--- config.mk ---
export PLATFORM = sky130hd
export DESIGN_NAME = ranging_responder_session
export DESIGN_NICKNAME = d
export VERILOG_FILES = /design/src/rtl/rrs_pkg.sv /design/src/rtl/ranging_responder_session.sv
export SDC_FILE = /design/constraint.sdc
export NUM_CORES = 1
export LEC_CHECK = 0
export ABC_AREA = 1
export BUFFER_PORTS_ARGS = -buffer_cell sky130_fd_sc_hd__buf_2
export CORE_AREA = 2 2 142 200
export CTS_BUF_LIST = sky130_fd_sc_hd__clkbuf_8
export CTS_CLUSTER_DIAMETER = 60
export DETAILED_ROUTE_END_ITERATION = 6
export DIE_AREA = 0 0 144 202
export PLACE_DENSITY = 0.79
export SYNTH_ARGS = -nofsm -noshare
export SYNTH_HDL_FRONTEND = slang
export SYNTH_SLANG_ARGS = --single-unit
--- constraint.sdc ---
create_clock -name clk -period 6.1 [get_ports clk]
set_input_delay 1.22 -clock clk [delete_from_list [all_inputs] [get_ports clk]]
set_output_delay 1.22 -clock clk [all_outputs]
set_load 0.03 [all_outputs]
--- src/rtl/rrs_pkg.sv ---
// Shared types and constants of the ranging responder session block.
package rrs_pkg;

    // Session phase, also used as the action code of a result
    typedef enum logic [1:0] {
        PH_LISTEN_POLL  = 2'd0,
        PH_SEND_RESP    = 2'd1,
        PH_LISTEN_FINAL = 2'd2,
        PH_SEND_DONE    = 2'd3
    } phase_t;

    // Input item kinds
    localparam logic KIND_STEP  = 1'b0;
    localparam logic KIND_RESET = 1'b1;

    // Configuration register indexes
    localparam int CfgIndexBits = 3;
    localparam int CfgDataBits  = 8;
    typedef logic [CfgIndexBits-1:0] cfg_index_t;

    localparam cfg_index_t CFG_RETRY_LIMIT   = 3'd0;
    localparam cfg_index_t CFG_POLL_CODE     = 3'd1;
    localparam cfg_index_t CFG_RESPONSE_CODE = 3'd2;
    localparam cfg_index_t CFG_FINAL_CODE    = 3'd3;
    localparam cfg_index_t CFG_DONE_CODE     = 3'd4;

    // Field widths fixed by the interface
    localparam int TimeBits  = 40;
    localparam int CountBits = 4;
    localparam int ByteBits  = 8;

    // Register reset values
    localparam logic [CountBits-1:0] RETRY_LIMIT_RST   = 4'd3;
    localparam logic [ByteBits-1:0]  POLL_CODE_RST     = 8'hA1;
    localparam logic [ByteBits-1:0]  RESPONSE_CODE_RST = 8'hB2;
    localparam logic [ByteBits-1:0]  FINAL_CODE_RST    = 8'hA2;
    localparam logic [ByteBits-1:0]  DONE_CODE_RST     = 8'hB4;

endpackage

--- src/rtl/ranging_responder_session.sv ---
// Top level of the ranging responder session: phase sequencer and result register.
//
// Responder of a four-message two-way ranging session. Each input transaction
// reports the outcome of the action of the current phase (listen for poll, send
// response, listen for final, send done) or, with kind set, resets the session.
// Every transaction yields exactly one result transaction. The block takes one
// transaction per clock cycle while its output register is free: the phase, retry
// count and timestamp registers update at acceptance and the result lands in a
// single output register in the next cycle. The input side stays ready while the
// output register is empty or being drained in the same cycle. Configuration
// writes take effect at the next clock edge and must be done while idle.
// Timestamps are kept in STAMP_BITS bits and shown on 40-bit ports.
module ranging_responder_session
    import rrs_pkg::*;
#(
    parameter int STAMP_BITS = 40
)
(
    input  logic                  clk,
    input  logic                  rst_n,

    // Configuration write port
    input  logic                  cfg_we,
    input  logic [CfgIndexBits-1:0] cfg_index,
    input  logic [CfgDataBits-1:0]  cfg_data,

    // Input channel
    input  logic                  in_valid,
    output logic                  in_ready,
    input  logic                  kind,
    input  logic                  rx_ok,
    input  logic [ByteBits-1:0]   rx_first_byte,
    input  logic [TimeBits-1:0]   rx_time,
    input  logic                  tx_ok,
    input  logic [TimeBits-1:0]   tx_time,

    // Output channel
    output logic                  out_valid,
    input  logic                  out_ready,
    output logic [1:0]            action,
    output logic [ByteBits-1:0]   send_byte,
    output logic [1:0]            next_phase,
    output logic [CountBits-1:0]  retries_used,
    output logic [TimeBits-1:0]   poll_rx_time,
    output logic [TimeBits-1:0]   resp_tx_time,
    output logic [TimeBits-1:0]   final_rx_time,
    output logic                  session_done,
    output logic                  session_aborted
);

    typedef logic [STAMP_BITS-1:0] stamp_t;

    // Configuration registers
    logic [CountBits-1:0] retry_limit_reg;
    logic [ByteBits-1:0]  poll_code_reg;
    logic [ByteBits-1:0]  response_code_reg;
    logic [ByteBits-1:0]  final_code_reg;
    logic [ByteBits-1:0]  done_code_reg;

    // Session state
    phase_t               phase_reg, phase_next;
    logic [CountBits-1:0] retry_count_reg, retry_count_next;
    stamp_t               poll_stamp_reg, poll_stamp_next;
    stamp_t               resp_stamp_reg, resp_stamp_next;
    stamp_t               final_stamp_reg, final_stamp_next;

    // Result register
    logic                 out_valid_reg;
    phase_t               action_reg, action_next;
    logic [ByteBits-1:0]  send_byte_reg, send_byte_next;
    logic                 done_reg, done_next;
    logic                 aborted_reg, aborted_next;
    phase_t               next_phase_reg;
    logic [CountBits-1:0] retries_reg;
    stamp_t               poll_out_reg, resp_out_reg, final_out_reg;

    logic                 in_fire;
    logic                 out_free;

    // Handshake: accept while the result register is empty or draining
    assign out_free = !out_valid_reg || out_ready;
    assign in_ready = out_free;
    assign in_fire  = in_valid && out_free;

    // Write configuration registers
    always_ff @(posedge clk or negedge rst_n)
    begin
        if (!rst_n)
        begin
            retry_limit_reg   <= RETRY_LIMIT_RST;
            poll_code_reg     <= POLL_CODE_RST;
            response_code_reg <= RESPONSE_CODE_RST;
            final_code_reg    <= FINAL_CODE_RST;
            done_code_reg     <= DONE_CODE_RST;
        end
        else if (cfg_we)
        begin
            unique case (cfg_index)
                CFG_RETRY_LIMIT:   retry_limit_reg   <= cfg_data[CountBits-1:0];
                CFG_POLL_CODE:     poll_code_reg     <= cfg_data;
                CFG_RESPONSE_CODE: response_code_reg <= cfg_data;
                CFG_FINAL_CODE:    final_code_reg    <= cfg_data;
                CFG_DONE_CODE:     done_code_reg     <= cfg_data;
                default:           ;
            endcase
        end
    end

    // Advance the session by one step
    always_comb
    begin
        phase_next       = phase_reg;
        retry_count_next = retry_count_reg;
        poll_stamp_next  = poll_stamp_reg;
        resp_stamp_next  = resp_stamp_reg;
        final_stamp_next = final_stamp_reg;
        action_next      = PH_LISTEN_POLL;
        send_byte_next   = '0;
        done_next        = 1'b0;
        aborted_next     = 1'b0;

        if (kind == KIND_RESET)
        begin
            phase_next       = PH_LISTEN_POLL;
            retry_count_next = '0;
            poll_stamp_next  = '0;
            resp_stamp_next  = '0;
            final_stamp_next = '0;
        end
        else
        begin
            action_next = phase_reg;
            unique case (phase_reg)
                PH_LISTEN_POLL:
                begin
                    if (rx_ok && rx_first_byte == poll_code_reg)
                    begin
                        poll_stamp_next = STAMP_BITS'(rx_time);
                        phase_next      = PH_SEND_RESP;
                    end
                end
                PH_SEND_RESP:
                begin
                    send_byte_next = response_code_reg;
                    if (tx_ok)
                    begin
                        resp_stamp_next = STAMP_BITS'(tx_time);
                        phase_next      = PH_LISTEN_FINAL;
                    end
                end
                PH_LISTEN_FINAL:
                begin
                    if (rx_ok && rx_first_byte == final_code_reg)
                    begin
                        final_stamp_next = STAMP_BITS'(rx_time);
                        phase_next       = PH_SEND_DONE;
                    end
                    else if (retry_count_reg < retry_limit_reg)
                    begin
                        // resend the response
                        retry_count_next = retry_count_reg + 1'b1;
                        phase_next       = PH_SEND_RESP;
                    end
                    else
                    begin
                        // retries used up: drop the session
                        retry_count_next = '0;
                        phase_next       = PH_LISTEN_POLL;
                        aborted_next     = 1'b1;
                    end
                end
                PH_SEND_DONE:
                begin
                    send_byte_next = done_code_reg;
                    phase_next     = PH_LISTEN_POLL;
                    done_next      = 1'b1;
                end
                default:
                begin
                    phase_next = PH_LISTEN_POLL;
                end
            endcase
        end
    end

    // Hold session state; update on each accepted transaction
    always_ff @(posedge clk or negedge rst_n)
    begin
        if (!rst_n)
        begin
            phase_reg       <= PH_LISTEN_POLL;
            retry_count_reg <= '0;
            poll_stamp_reg  <= '0;
            resp_stamp_reg  <= '0;
            final_stamp_reg <= '0;
        end
        else if (in_fire)
        begin
            phase_reg       <= phase_next;
            retry_count_reg <= retry_count_next;
            poll_stamp_reg  <= poll_stamp_next;
            resp_stamp_reg  <= resp_stamp_next;
            final_stamp_reg <= final_stamp_next;
        end
    end

    // Output valid flag
    always_ff @(posedge clk or negedge rst_n)
    begin
        if (!rst_n)
        begin
            out_valid_reg <= 1'b0;
        end
        else if (out_free)
        begin
            out_valid_reg <= in_valid;
        end
    end

    // Load the result payload
    always_ff @(posedge clk)
    begin
        if (in_fire)
        begin
            action_reg     <= action_next;
            send_byte_reg  <= send_byte_next;
            next_phase_reg <= phase_next;
            retries_reg    <= retry_count_next;
            poll_out_reg   <= poll_stamp_next;
            resp_out_reg   <= resp_stamp_next;
            final_out_reg  <= final_stamp_next;
            done_reg       <= done_next;
            aborted_reg    <= aborted_next;
        end
    end

    // Drive the output ports
    assign out_valid       = out_valid_reg;
    assign action          = action_reg;
    assign send_byte       = send_byte_reg;
    assign next_phase      = next_phase_reg;
    assign retries_used    = retries_reg;
    assign poll_rx_time    = TimeBits'(poll_out_reg);
    assign resp_tx_time    = TimeBits'(resp_out_reg);
    assign final_rx_time   = TimeBits'(final_out_reg);
    assign session_done    = done_reg;
    assign session_aborted = aborted_reg;

endmodule

# Word-level counts from Yosys, hierarchy flattened
# Index checks and enable logic that the tools add are counted.
# W data, S select, Z words.
[totals]
ff_bits = 301
out_inout_bits = 140
[op_classes]
n_addsub = 1
n_lt_le_gt_ge = 1
eq_ne = 9
mux = 22
bitwise = 1
n_reduce_logical = 13
[ops]
columns = ["operator", "n"]
rows = [
  ["$mux W40", 9],
  ["$eq A8 B8 Y1", 2],
  ["$mux W4", 4],
  ["$pmux W8 S2", 1],
  ["$reduce_and A2 Y1", 5],
  ["$mux W2", 4],
  ["$pmux W2 S4", 1],
  ["$eq A3 B2 Y1 const B", 2],
  ["$add A4 B1 Y4 const B", 1],
  ["$eq A2 B2 Y1 const B", 2],
  ["$lt A4 B4 Y1", 1],
  ["$eq A3 B1 Y1 const B", 1],
  ["$eq A3 B3 Y1 const B", 1],
  ["$logic_and A1 B1 Y1", 3],
  ["$logic_not A3 Y1", 1],
  ["$mux W1", 3],
  ["$reduce_or A3 Y1", 1],
  ["$eq A2 B1 Y1 const B", 1],
  ["$logic_not A2 Y1", 1],
  ["$logic_not A1 Y1", 1],
  ["$logic_or A1 B1 Y1", 1],
  ["$not A1 Y1", 1],
]

# Logic depth before layout (Yosys ltp)
# Gate-level depths: netlist of run 1.
[depth]
ltp_word = 5
mapped_depth = 12
ltp_nobuf = 12

# Worst setup path after synthesis of run 1
# OpenSTA, ideal clock, no wires.
[synth_path]
kind = "input-to-reg"
from = "input port out_ready"
to = "register action_reg[0], in the netlist action[0] (enable)"
setup_time_ns = 0.438
arrival_ns = 3.722
path_slack_ns = 1.939
path_stages = 6
path_cell_list = "inv_1 > nand2_1 > nand2_1 > inv_1 > buf_2 > buf_2"
[synth_via]
elab_chain_cells = 2
[synth_rtl]
columns = ["element", "line_no", "source"]
rows = [
  ["start, declared", "ranging_responder_session.sv:39", "input logic out_ready,"],
  ["$logic_or A1 B1 Y1", "ranging_responder_session.sv:81", "assign out_free = !out_valid_reg || out_ready;"],
  ["net in_ready", "ranging_responder_session.sv:29", "output logic in_ready,"],
  ["$logic_and A1 B1 Y1", "ranging_responder_session.sv:83", "assign in_fire = in_valid && out_free;"],
  ["net in_fire", "ranging_responder_session.sv:77", "logic in_fire;"],
  ["end signal, assigned", "ranging_responder_session.sv:225", "action_reg <= action_next;"],
  ["end, declared", "ranging_responder_session.sv:69", "phase_t action_reg, action_next;"],
]
# The timed path passes the listed nets, and every way through them passes these cells.
# A chain may end at the register's enable or synchronous reset.

# Worst setup path after layout of run 1
[layout_path]
from = "input port rx_first_byte[2]"
to = "register poll_out_reg[30], in the netlist poll_rx_time[30] (data pin)"
[layout_via]
elab_chain_cells = 5
[layout_rtl]
columns = ["element", "line_no", "source"]
rows = [
  ["start, declared", "ranging_responder_session.sv:32", "input logic [ByteBits-1:0] rx_first_byte,"],
  ["$eq A8 B8 Y1", "ranging_responder_session.sv:136", "if (rx_ok && rx_first_byte == poll_code_reg)"],
  ["$logic_and A1 B1 Y1", "ranging_responder_session.sv:136", ""],
  ["$mux W40", "ranging_responder_session.sv:136", ""],
  ["$mux W40", "ranging_responder_session.sv:133", "unique case (phase_reg)"],
  ["$mux W40", "ranging_responder_session.sv:122", "if (kind == KIND_RESET)"],
  ["net poll_stamp_next[30]", "ranging_responder_session.sv:63", "stamp_t poll_stamp_reg, poll_stamp_next;"],
  ["end signal, assigned", "ranging_responder_session.sv:229", "poll_out_reg <= poll_stamp_next;"],
  ["end, declared", "ranging_responder_session.sv:75", "stamp_t poll_out_reg, resp_out_reg, final_out_reg;"],
]
# The timed path passes the listed nets, and every way through them passes these cells.

==> results.json, run 1 <==
{
  "power_density_mw_per_mm2": 275,
  "fin_crit_ns": 3.68,
  "gp_weighted_congestion": 0.827,
  "worst-slew-pin-transition_ns": 1.26,
  "fmaxAchievable_ghz": 0.272,
  "regToRegSetupSlack_ns": 2.66,
  "irDropWorstVdd_mv": 0.196,
  "detailedRoute.firstIterationViolations": 1086,
  "core_sq_mm": 0.0273,
  "crit_buf_inv": 1,
  "post_synthesis_cell_count": 1468,
  "setup.worst_path.end": "poll_rx_time[30]",
  "die_width_um": 144,
  "drtPass1Iterations": 5,
  "drc": 0,
  "leakage_nw": 8.09,
  "wire_length_of_the_first_global_routing_pass_um": 54900,
  "post-cts-setup-buffers": 0,
  "clkSlewWorstSetupHoldPaths_ns": 0.06,
  "hold_violations": 0,
  "crit_slowest_cell": "sky130_fd_sc_hd__nand3_2",
  "area_growth_syn_to_layout_pct": 16.5,
  "routed-via-count": 11300,
  "path_max_fanout": 42,
  "insertion_delay_ns": 0.57,
  "outcome": "finished, final reports clean",
  "dpl.hpwl_um": 21300,
  "totalNegativeSetupSlack_ns": 0,
  "critPathMaxStageDelay_ns": 1.07,
  "design.final.nets": 1788,
  "setup_repair_after_global_routing_missed_its_margin": "false",
  "holdCritPathClass": "flip-flop to flip-flop",
  "totalWireLength_um": 34400,
  "start_util_pct": 50.5,
  "h_tree_depth": 2,
  "cts_buffer_depth": 3,
  "relSlewSlack_pct": 15.9,
  "boundaryPins": 247,
  "pin_count_of_the_biggest_net_entering_global_routing": 154,
  "startpoint_type": "input pin",
  "drive_gt1_share_pct": 22.9,
  "clock_tree_root_driver_cell": "sky130_fd_sc_hd__clkbuf_8",
  "cpLargestDelayFamily": "simple AND/OR/NAND/NOR gates",
  "drt.antenna.violating_nets": 0,
  "route.detailed.wl_per_inst_um": 16.5,
  "setup-violations-final": 0,
  "reg2reg_from": "phase_reg[1]",
  "critPathLaunch": "rx_first_byte[2]",
  "grt_remaining_overflow": 0,
  "yosysWarnings": 0,
  "globalRouteTotalUtil_pct": 23.6,
  "whs_ns": 0.477,
  "overall_die_area_sq_mm": 0.0291,
  "cp.required_ns": 6.50,
  "critPathCaptureType": "flip-flop",
  "timing_worst_setup_path_type": "input pin to flip-flop",
  "synthesis.area_per_instance_sq_um": 9.39,
  "post_cts_hold_buffer_count": 0,
  "avgViaCountPerCell": 5.45,
  "crit_path_dat_ns": 4.07,
  "timing.critical_path.cells": "buf_2 > xor2_1 > nor2_4 > nand3_2 > nand2_1 > and3_1",
  "num-fill-cells": 2334,
  "total_of_buffers_placed_on_input_and_output_ports": 246,
  "cts-buffers-inserted": 46,
  "synthDistinctLibCells": 30,
  "finalClockSkew_ns": 0.0357,
  "post_cts_repair_resize_count": 0,
  "placementRows": 72,
  "syn_nets": 1579,
  "netlist_area_sq_mm": 0.0138,
  "period_share_pct": 60.3,
  "path_depth": 6,
  "synth_sequential_area_ratio_pct": 59.8,
  "antenna_cells_inserted": 0,
  "max_capacitance_violation_count": 0,
  "clkSinkCount": 301,
  "cts_tree": "done",
  "worstReg2RegEnd": "poll_rx_time[30]",
  "slew_viol_final": 0,
  "antenna_found_initial": 0,
  "synth_seq_cells": 301,
  "die_y_um": 202,
  "timing.reg2reg.worst_path_depth": 4,
  "first_global_vias": 11200
}
cell type report:
type	count	area (sq um)	share of cell area, %
well taps	370	463	2.88
clock inverters	32	186	1.16
multi-input cells	864	4350	27.1
inverters	207	790	4.92
clock buffers	50	688	4.29
flip-flops and latches	301	8240	51.3
repair buffers	257	1330	8.30
Yosys cell counts:
| master | number | area, sq um |
|---|---|---|
| sky130_fd_sc_hd__a21oi_1 | 45 | 225 |
| sky130_fd_sc_hd__a21oi_2 | 1 | 8.76 |
| sky130_fd_sc_hd__and2_1 | 1 | 6.26 |
| sky130_fd_sc_hd__and3_1 | 83 | 519 |
| sky130_fd_sc_hd__buf_1 | 10 | 37.5 |
| sky130_fd_sc_hd__buf_2 | 31 | 155 |
| sky130_fd_sc_hd__buf_4 | 4 | 30.0 |
| sky130_fd_sc_hd__buf_6 | 4 | 45.0 |
| sky130_fd_sc_hd__clkbuf_1 | 47 | 176 |
| sky130_fd_sc_hd__clkinv_1 | 1 | 3.75 |
| sky130_fd_sc_hd__dfrtp_1 | 147 | 3680 |
| sky130_fd_sc_hd__dfstp_2 | 16 | 420 |
| sky130_fd_sc_hd__edfxtp_1 | 138 | 4140 |
| sky130_fd_sc_hd__ha_1 | 4 | 50.1 |
| sky130_fd_sc_hd__inv_1 | 199 | 747 |
| sky130_fd_sc_hd__inv_2 | 7 | 26.3 |
| sky130_fd_sc_hd__nand2_1 | 335 | 1260 |
| sky130_fd_sc_hd__nand2_2 | 41 | 257 |
| sky130_fd_sc_hd__nand3_1 | 19 | 95.1 |
| sky130_fd_sc_hd__nand3_2 | 1 | 10.0 |
| sky130_fd_sc_hd__nand3_4 | 1 | 17.5 |
| sky130_fd_sc_hd__nand3b_1 | 1 | 7.51 |
| sky130_fd_sc_hd__nand4_1 | 163 | 1020 |
| sky130_fd_sc_hd__nor2_1 | 31 | 116 |
| sky130_fd_sc_hd__nor2_2 | 4 | 25.0 |
| sky130_fd_sc_hd__nor2_4 | 1 | 11.3 |
| sky130_fd_sc_hd__o21ai_0 | 119 | 596 |
| sky130_fd_sc_hd__o21ai_1 | 8 | 40.0 |
| sky130_fd_sc_hd__xnor2_1 | 1 | 8.76 |
| sky130_fd_sc_hd__xor2_1 | 5 | 43.8 |
how the worst min path moves through the flow:
| stage | cells past startpoint | slack (ns) | end | from |
|---|---|---|---|---|
| after global placement | 2 | 0.46 | response_code_reg[2] | response_code_reg[2] |
| after global routing | 2 | 0.49 | final_stamp_reg[32] | final_stamp_reg[32] |
| after floorplan | 2 | 0.45 | response_code_reg[0] | response_code_reg[0] |
| final | 2 | 0.48 | final_stamp_reg[24] | final_stamp_reg[24] |
| after detailed placement | 2 | 0.47 | poll_stamp_reg[39] | poll_stamp_reg[39] |
| after CTS | 2 | 0.48 | final_stamp_reg[34] | final_stamp_reg[34] |
placed cells by master (no fill, tap or decap), drive strengths merged, types with 2 or more instances in the layout:
master	instances
nand3	21
clkinv	10
dfstp	16
and3	83
ha	4
bufinv	2
clkbuf	50
nand2	376
nor2	36
nand4	163
o21ai	127
inv	226
buf	257
xor2	5
a21oi	46
edfxtp	138
dfrtp	147
per-layer routing:
metal | wire [um] | up-vias | GRT usage, %
met5 | 0 | - | 0
met4 | 1630 | 0 | 12.8
met3 | 2670 | 114 | 5.66
met2 | 16800 | 488 | 39.5
met1 | 13200 | 5391 | 27.8
li1 | - | 5347 | -
tightest hold or removal path, cell delays in order, from the launching register on:
cell and delay, ns:
sky130_fd_sc_hd__dfrtp_1 0.34, sky130_fd_sc_hd__nand2_1 0.05, sky130_fd_sc_hd__nand2_1 0.05
kinds of logic (layout without fill, tap and decap cells):
logic type / Yosys count / after routing / share of synthesized area, %
DFF: 301 / 301 / 59.8
xor gates and xnor gates: 6 / 6 / 0.381
adders and majority gates: 4 / 4 / 0.363
buffers and inverters: 303 / 546 / 8.86
and+or+nand+nor: 681 / 681 / 24.3
AOI/OAI and AO/OA: 173 / 173 / 6.31
metrics by stage:
step           instance area [sq um]  util, %  cells  power (W)  setup WS [ns]
2_1_floorplan                  13800        -   1468    0.00265           1.94
3_3_place_gp                   15200     55.6   1999    0.00283           2.01
3_5_place_dp                   15200     55.6   1999    0.00285           1.95
4_1_cts                        16100     58.8   2081    0.00446           2.52
5_1_grt                        16100     58.8   2081    0.00459           2.32
6_report                       16100     58.8   2081    0.00442           2.42
power breakdown:
group / internal (W) / switching, W / total [W] / leakage (nW)
sequential: 0.00224 / 0.0000461 / 0.00229 / 3.57
combinational: 0.000120 / 0.000397 / 0.000516 / 4.01
clock: 0.000840 / 0.000770 / 0.00161 / 0.517
No activity file was read; power rests on OpenSTA's default activity.
==> inputs of run 2 (changes only) <==
--- a/config.mk
+++ b/config.mk
@@ -5,13 +5,13 @@
 export SDC_FILE = /design/constraint.sdc
 export NUM_CORES = 1
 export LEC_CHECK = 0
-export ABC_AREA = 1
+export ABC_AREA = 0
 export BUFFER_PORTS_ARGS = -buffer_cell sky130_fd_sc_hd__buf_2
-export CORE_AREA = 2 2 142 200
+export CORE_AREA = 2 2 140 196
 export CTS_BUF_LIST = sky130_fd_sc_hd__clkbuf_8
 export CTS_CLUSTER_DIAMETER = 60
 export DETAILED_ROUTE_END_ITERATION = 6
-export DIE_AREA = 0 0 144 202
+export DIE_AREA = 0 0 142 198
 export PLACE_DENSITY = 0.79
 export SYNTH_ARGS = -nofsm -noshare
 export SYNTH_HDL_FRONTEND = slang
==> constraint.sdc (replaced) <==
create_clock -name clk -period 3.79 [get_ports clk]
set_input_delay 0.758 -clock clk [delete_from_list [all_inputs] [get_ports clk]]
set_output_delay 0.758 -clock clk [all_outputs]
set_load 0.03 [all_outputs]
==> results.json, run 2 <==
{
  "outcome": "finished, final reports clean",
  "setup-violations-final": 0,
  "critPathCaptureType": "flip-flop",
  "yosysWarnings": 0,
  "hold_violations": 0,
  "routedLengthMet1_um": 12500,
  "layout.cells.most_common_list": "sky130_fd_sc_hd__nand2_1 (330), sky130_fd_sc_hd__buf_2 (244), sky130_fd_sc_hd__dfrtp_1 (147)",
  "first_global_vias": 9837,
  "die_y_um": 198,
  "power_density_mw_per_mm2": 558,
  "syn_nets": 1263,
  "cts_tree": "done",
  "holdCritPathClass": "input pin to asynchronous set/reset pin",
  "overall_die_area_sq_mm": 0.0281,
  "startpoint_type": "flip-flop",
  "pin_count_of_the_biggest_net_entering_global_routing": 123,
  "dpl.hpwl_um": 19800,
  "reg2reg_from": "poll_code_reg[7]",
  "drt.antenna.violating_nets": 0,
  "slew_viol_final": 0,
  "post_synthesis_cell_count": 1152,
  "route.met3.wl_um": 2170,
  "placementRows": 71,
  "clkSinkCount": 301,
  "finalWorstSetupSlack_ns": 1.17,
  "netlist_top_cells_count": "sky130_fd_sc_hd__nand2_1 (331), sky130_fd_sc_hd__dfrtp_1 (147), sky130_fd_sc_hd__edfxtp_1 (138)",
  "crit_path_dat_ns": 3.07,
  "top_signal_layer_used": "met4",
  "final_common_cell": "sky130_fd_sc_hd__nand2_1",
  "leakage_nw": 6.53,
  "route.detailed.wl_per_inst_um": 18.1,
  "gp_weighted_congestion": 0.857,
  "grt_remaining_overflow": 0,
  "cpLargestDelayFamily": "simple AND/OR/NAND/NOR gates",
  "clkSlewWorstSetupHoldPaths_ns": 0.06,
  "setup_repair_after_global_routing_missed_its_margin": "false",
  "period_share_pct": 69.1,
  "drtPass1Iterations": 6,
  "totalNegativeSetupSlack_ns": 0,
  "totalWireLength_um": 31800,
  "critPathMaxStageDelay_ns": 0.85,
  "synth_most_common_cell": "sky130_fd_sc_hd__nand2_1",
  "path_depth": 5,
  "post-synth-top-area-fraction_pct": 31.3,
  "core_sq_mm": 0.0266,
  "worst-slew-pin-transition_ns": 1.08,
  "clock_tree_root_driver_cell": "sky130_fd_sc_hd__clkbuf_8",
  "area_growth_syn_to_layout_pct": 18.1,
  "cts-buffers-inserted": 48,
  "fmaxAchievable_ghz": 0.382,
  "dominantRegCellSynth": "sky130_fd_sc_hd__dfrtp_1",
  "netlist_area_sq_mm": 0.0132,
  "post-cts-setup-buffers": 0,
  "start_util_pct": 49.8,
  "synthDistinctLibCells": 44,
  "synth_seq_cells": 301,
  "finalClockSkew_ns": 0.0295,
  "path_max_fanout": 40,
  "crit_buf_inv": 0,
  "relSlewSlack_pct": 27.7,
  "fin_crit_ns": 2.62,
  "max_capacitance_violation_count": 0,
  "total_of_buffers_placed_on_input_and_output_ports": 246,
  "post_cts_repair_resize_count": 0,
  "drc": 0,
  "cts_buffer_depth": 3,
  "irDropWorstVdd_mv": 0.292,
  "synthesis.area_per_instance_sq_um": 11.5,
  "design.final.nets": 1495,
  "insertion_delay_ns": 0.58,
  "detailedRoute.firstIterationViolations": 813,
  "critPathLaunch": "poll_code_reg[7]",
  "cp.required_ns": 4.24,
  "place_worst_setup_slack_ns": 0.823,
  "drive_gt1_share_pct": 32.9,
  "synth_top_area_cell": "sky130_fd_sc_hd__edfxtp_1",
  "met2WireLength_um": 16200,
  "antenna_found_initial": 2,
  "post_cts_hold_buffer_count": 0,
  "die_width_um": 142,
  "synth-async-reset-ratio_pct": 54.2,
  "boundaryPins": 247,
  "wire_length_of_the_first_global_routing_pass_um": 50400,
  "timing.reg2reg.worst_path_depth": 5,
  "globalRouteTotalUtil_pct": 22.7,
  "edff_count_synth": 138,
  "crit_slowest_cell": "sky130_fd_sc_hd__nand3_2",
  "synth_top_cells_by_area": "sky130_fd_sc_hd__edfxtp_1 (31%), sky130_fd_sc_hd__dfrtp_1 (28%), sky130_fd_sc_hd__nand2_1 (9.4%)",
  "timing_worst_setup_path_type": "flip-flop to flip-flop",
  "routed-via-count": 9900,
  "synth_sequential_area_ratio_pct": 62.3,
  "timing.critical_path.cells": "xnor2_1 > nand4_1 > nor3_1 > nand3_2 > o221ai_1",
  "avgViaCountPerCell": 5.64,
  "h_tree_depth": 2
}
==> run 2: logic make-up (layout without fill, tap and decap cells) <==
family | Yosys count | after routing | synth area share, %
muxes | 81 | 81 | 6.82
xor gates and xnor gates | 16 | 16 | 1.06
DFF | 301 | 301 | 62.3
AOI/OAI and AO/OA | 226 | 226 | 12.3
other | 0 | 2 | 0
and+or+nand+nor | 437 | 437 | 14.3
adders and majority gates | 4 | 4 | 0.378
buffers and inverters | 87 | 359 | 2.80
==> run 2: layout make-up <==
class | instances | area (sq um)
Antenna cell | 2 | 5.00
Clock buffer | 54 | 743
Clock inverter | 36 | 151
Fill cell | 2150 | 10900
Inverter | 6 | 27.5
Multi-Input combinational cell | 764 | 4630
Sequential cell | 301 | 8240
Tap cell | 328 | 410
Timing Repair Buffer | 263 | 1410
==> run 2: final timing paths <==
check                      slack [ns]                 end
min in group clk                 0.44           out_valid
setup reg to reg                 1.17   poll_stamp_reg[5]
max in group asynchronous        2.66    poll_code_reg[7]
setup / recovery                 1.17   poll_stamp_reg[5]
hold / removal                   0.27  final_stamp_reg[9]
hold reg to reg                  0.49  final_stamp_reg[7]
==> run 2: metal layers <==
metal / up-vias / track usage, %
met5: - / 0
met2: 396 / 38.7
li1: 4598 / -
met3: 73 / 4.96
met1: 4833 / 28.1
met4: 0 / 9.15
==> run 2: stage by stage <==
step | cell area, sq um | std cells | hold slack [ns] | utilization [%] | power [W]
CTS | 15600 | 1752 | 0.273 | 58.8 | 0.00878
detailed placement | 14700 | 1662 | 0.473 | 55.4 | 0.00620
floorplan | 13200 | 1152 | 0.456 | - | 0.00565
finish | 15600 | 1754 | 0.272 | 58.8 | 0.00871
global route | 15600 | 1754 | 0.316 | 58.8 | 0.00919
global placement | 14700 | 1662 | 0.467 | 55.4 | 0.00610
==> run 2: power breakdown <==
| part | switching, W | internal (W) | total [W] | leakage (nW) |
|---|---|---|---|---|
| clock | 0.00126 | 0.00131 | 0.00257 | 0.536 |
| combinational | 0.00108 | 0.000663 | 0.00175 | 2.56 |
| sequential | 0.000300 | 0.00409 | 0.00440 | 3.44 |
| total | 0.00265 | 0.00606 | 0.00871 | 6.53 |
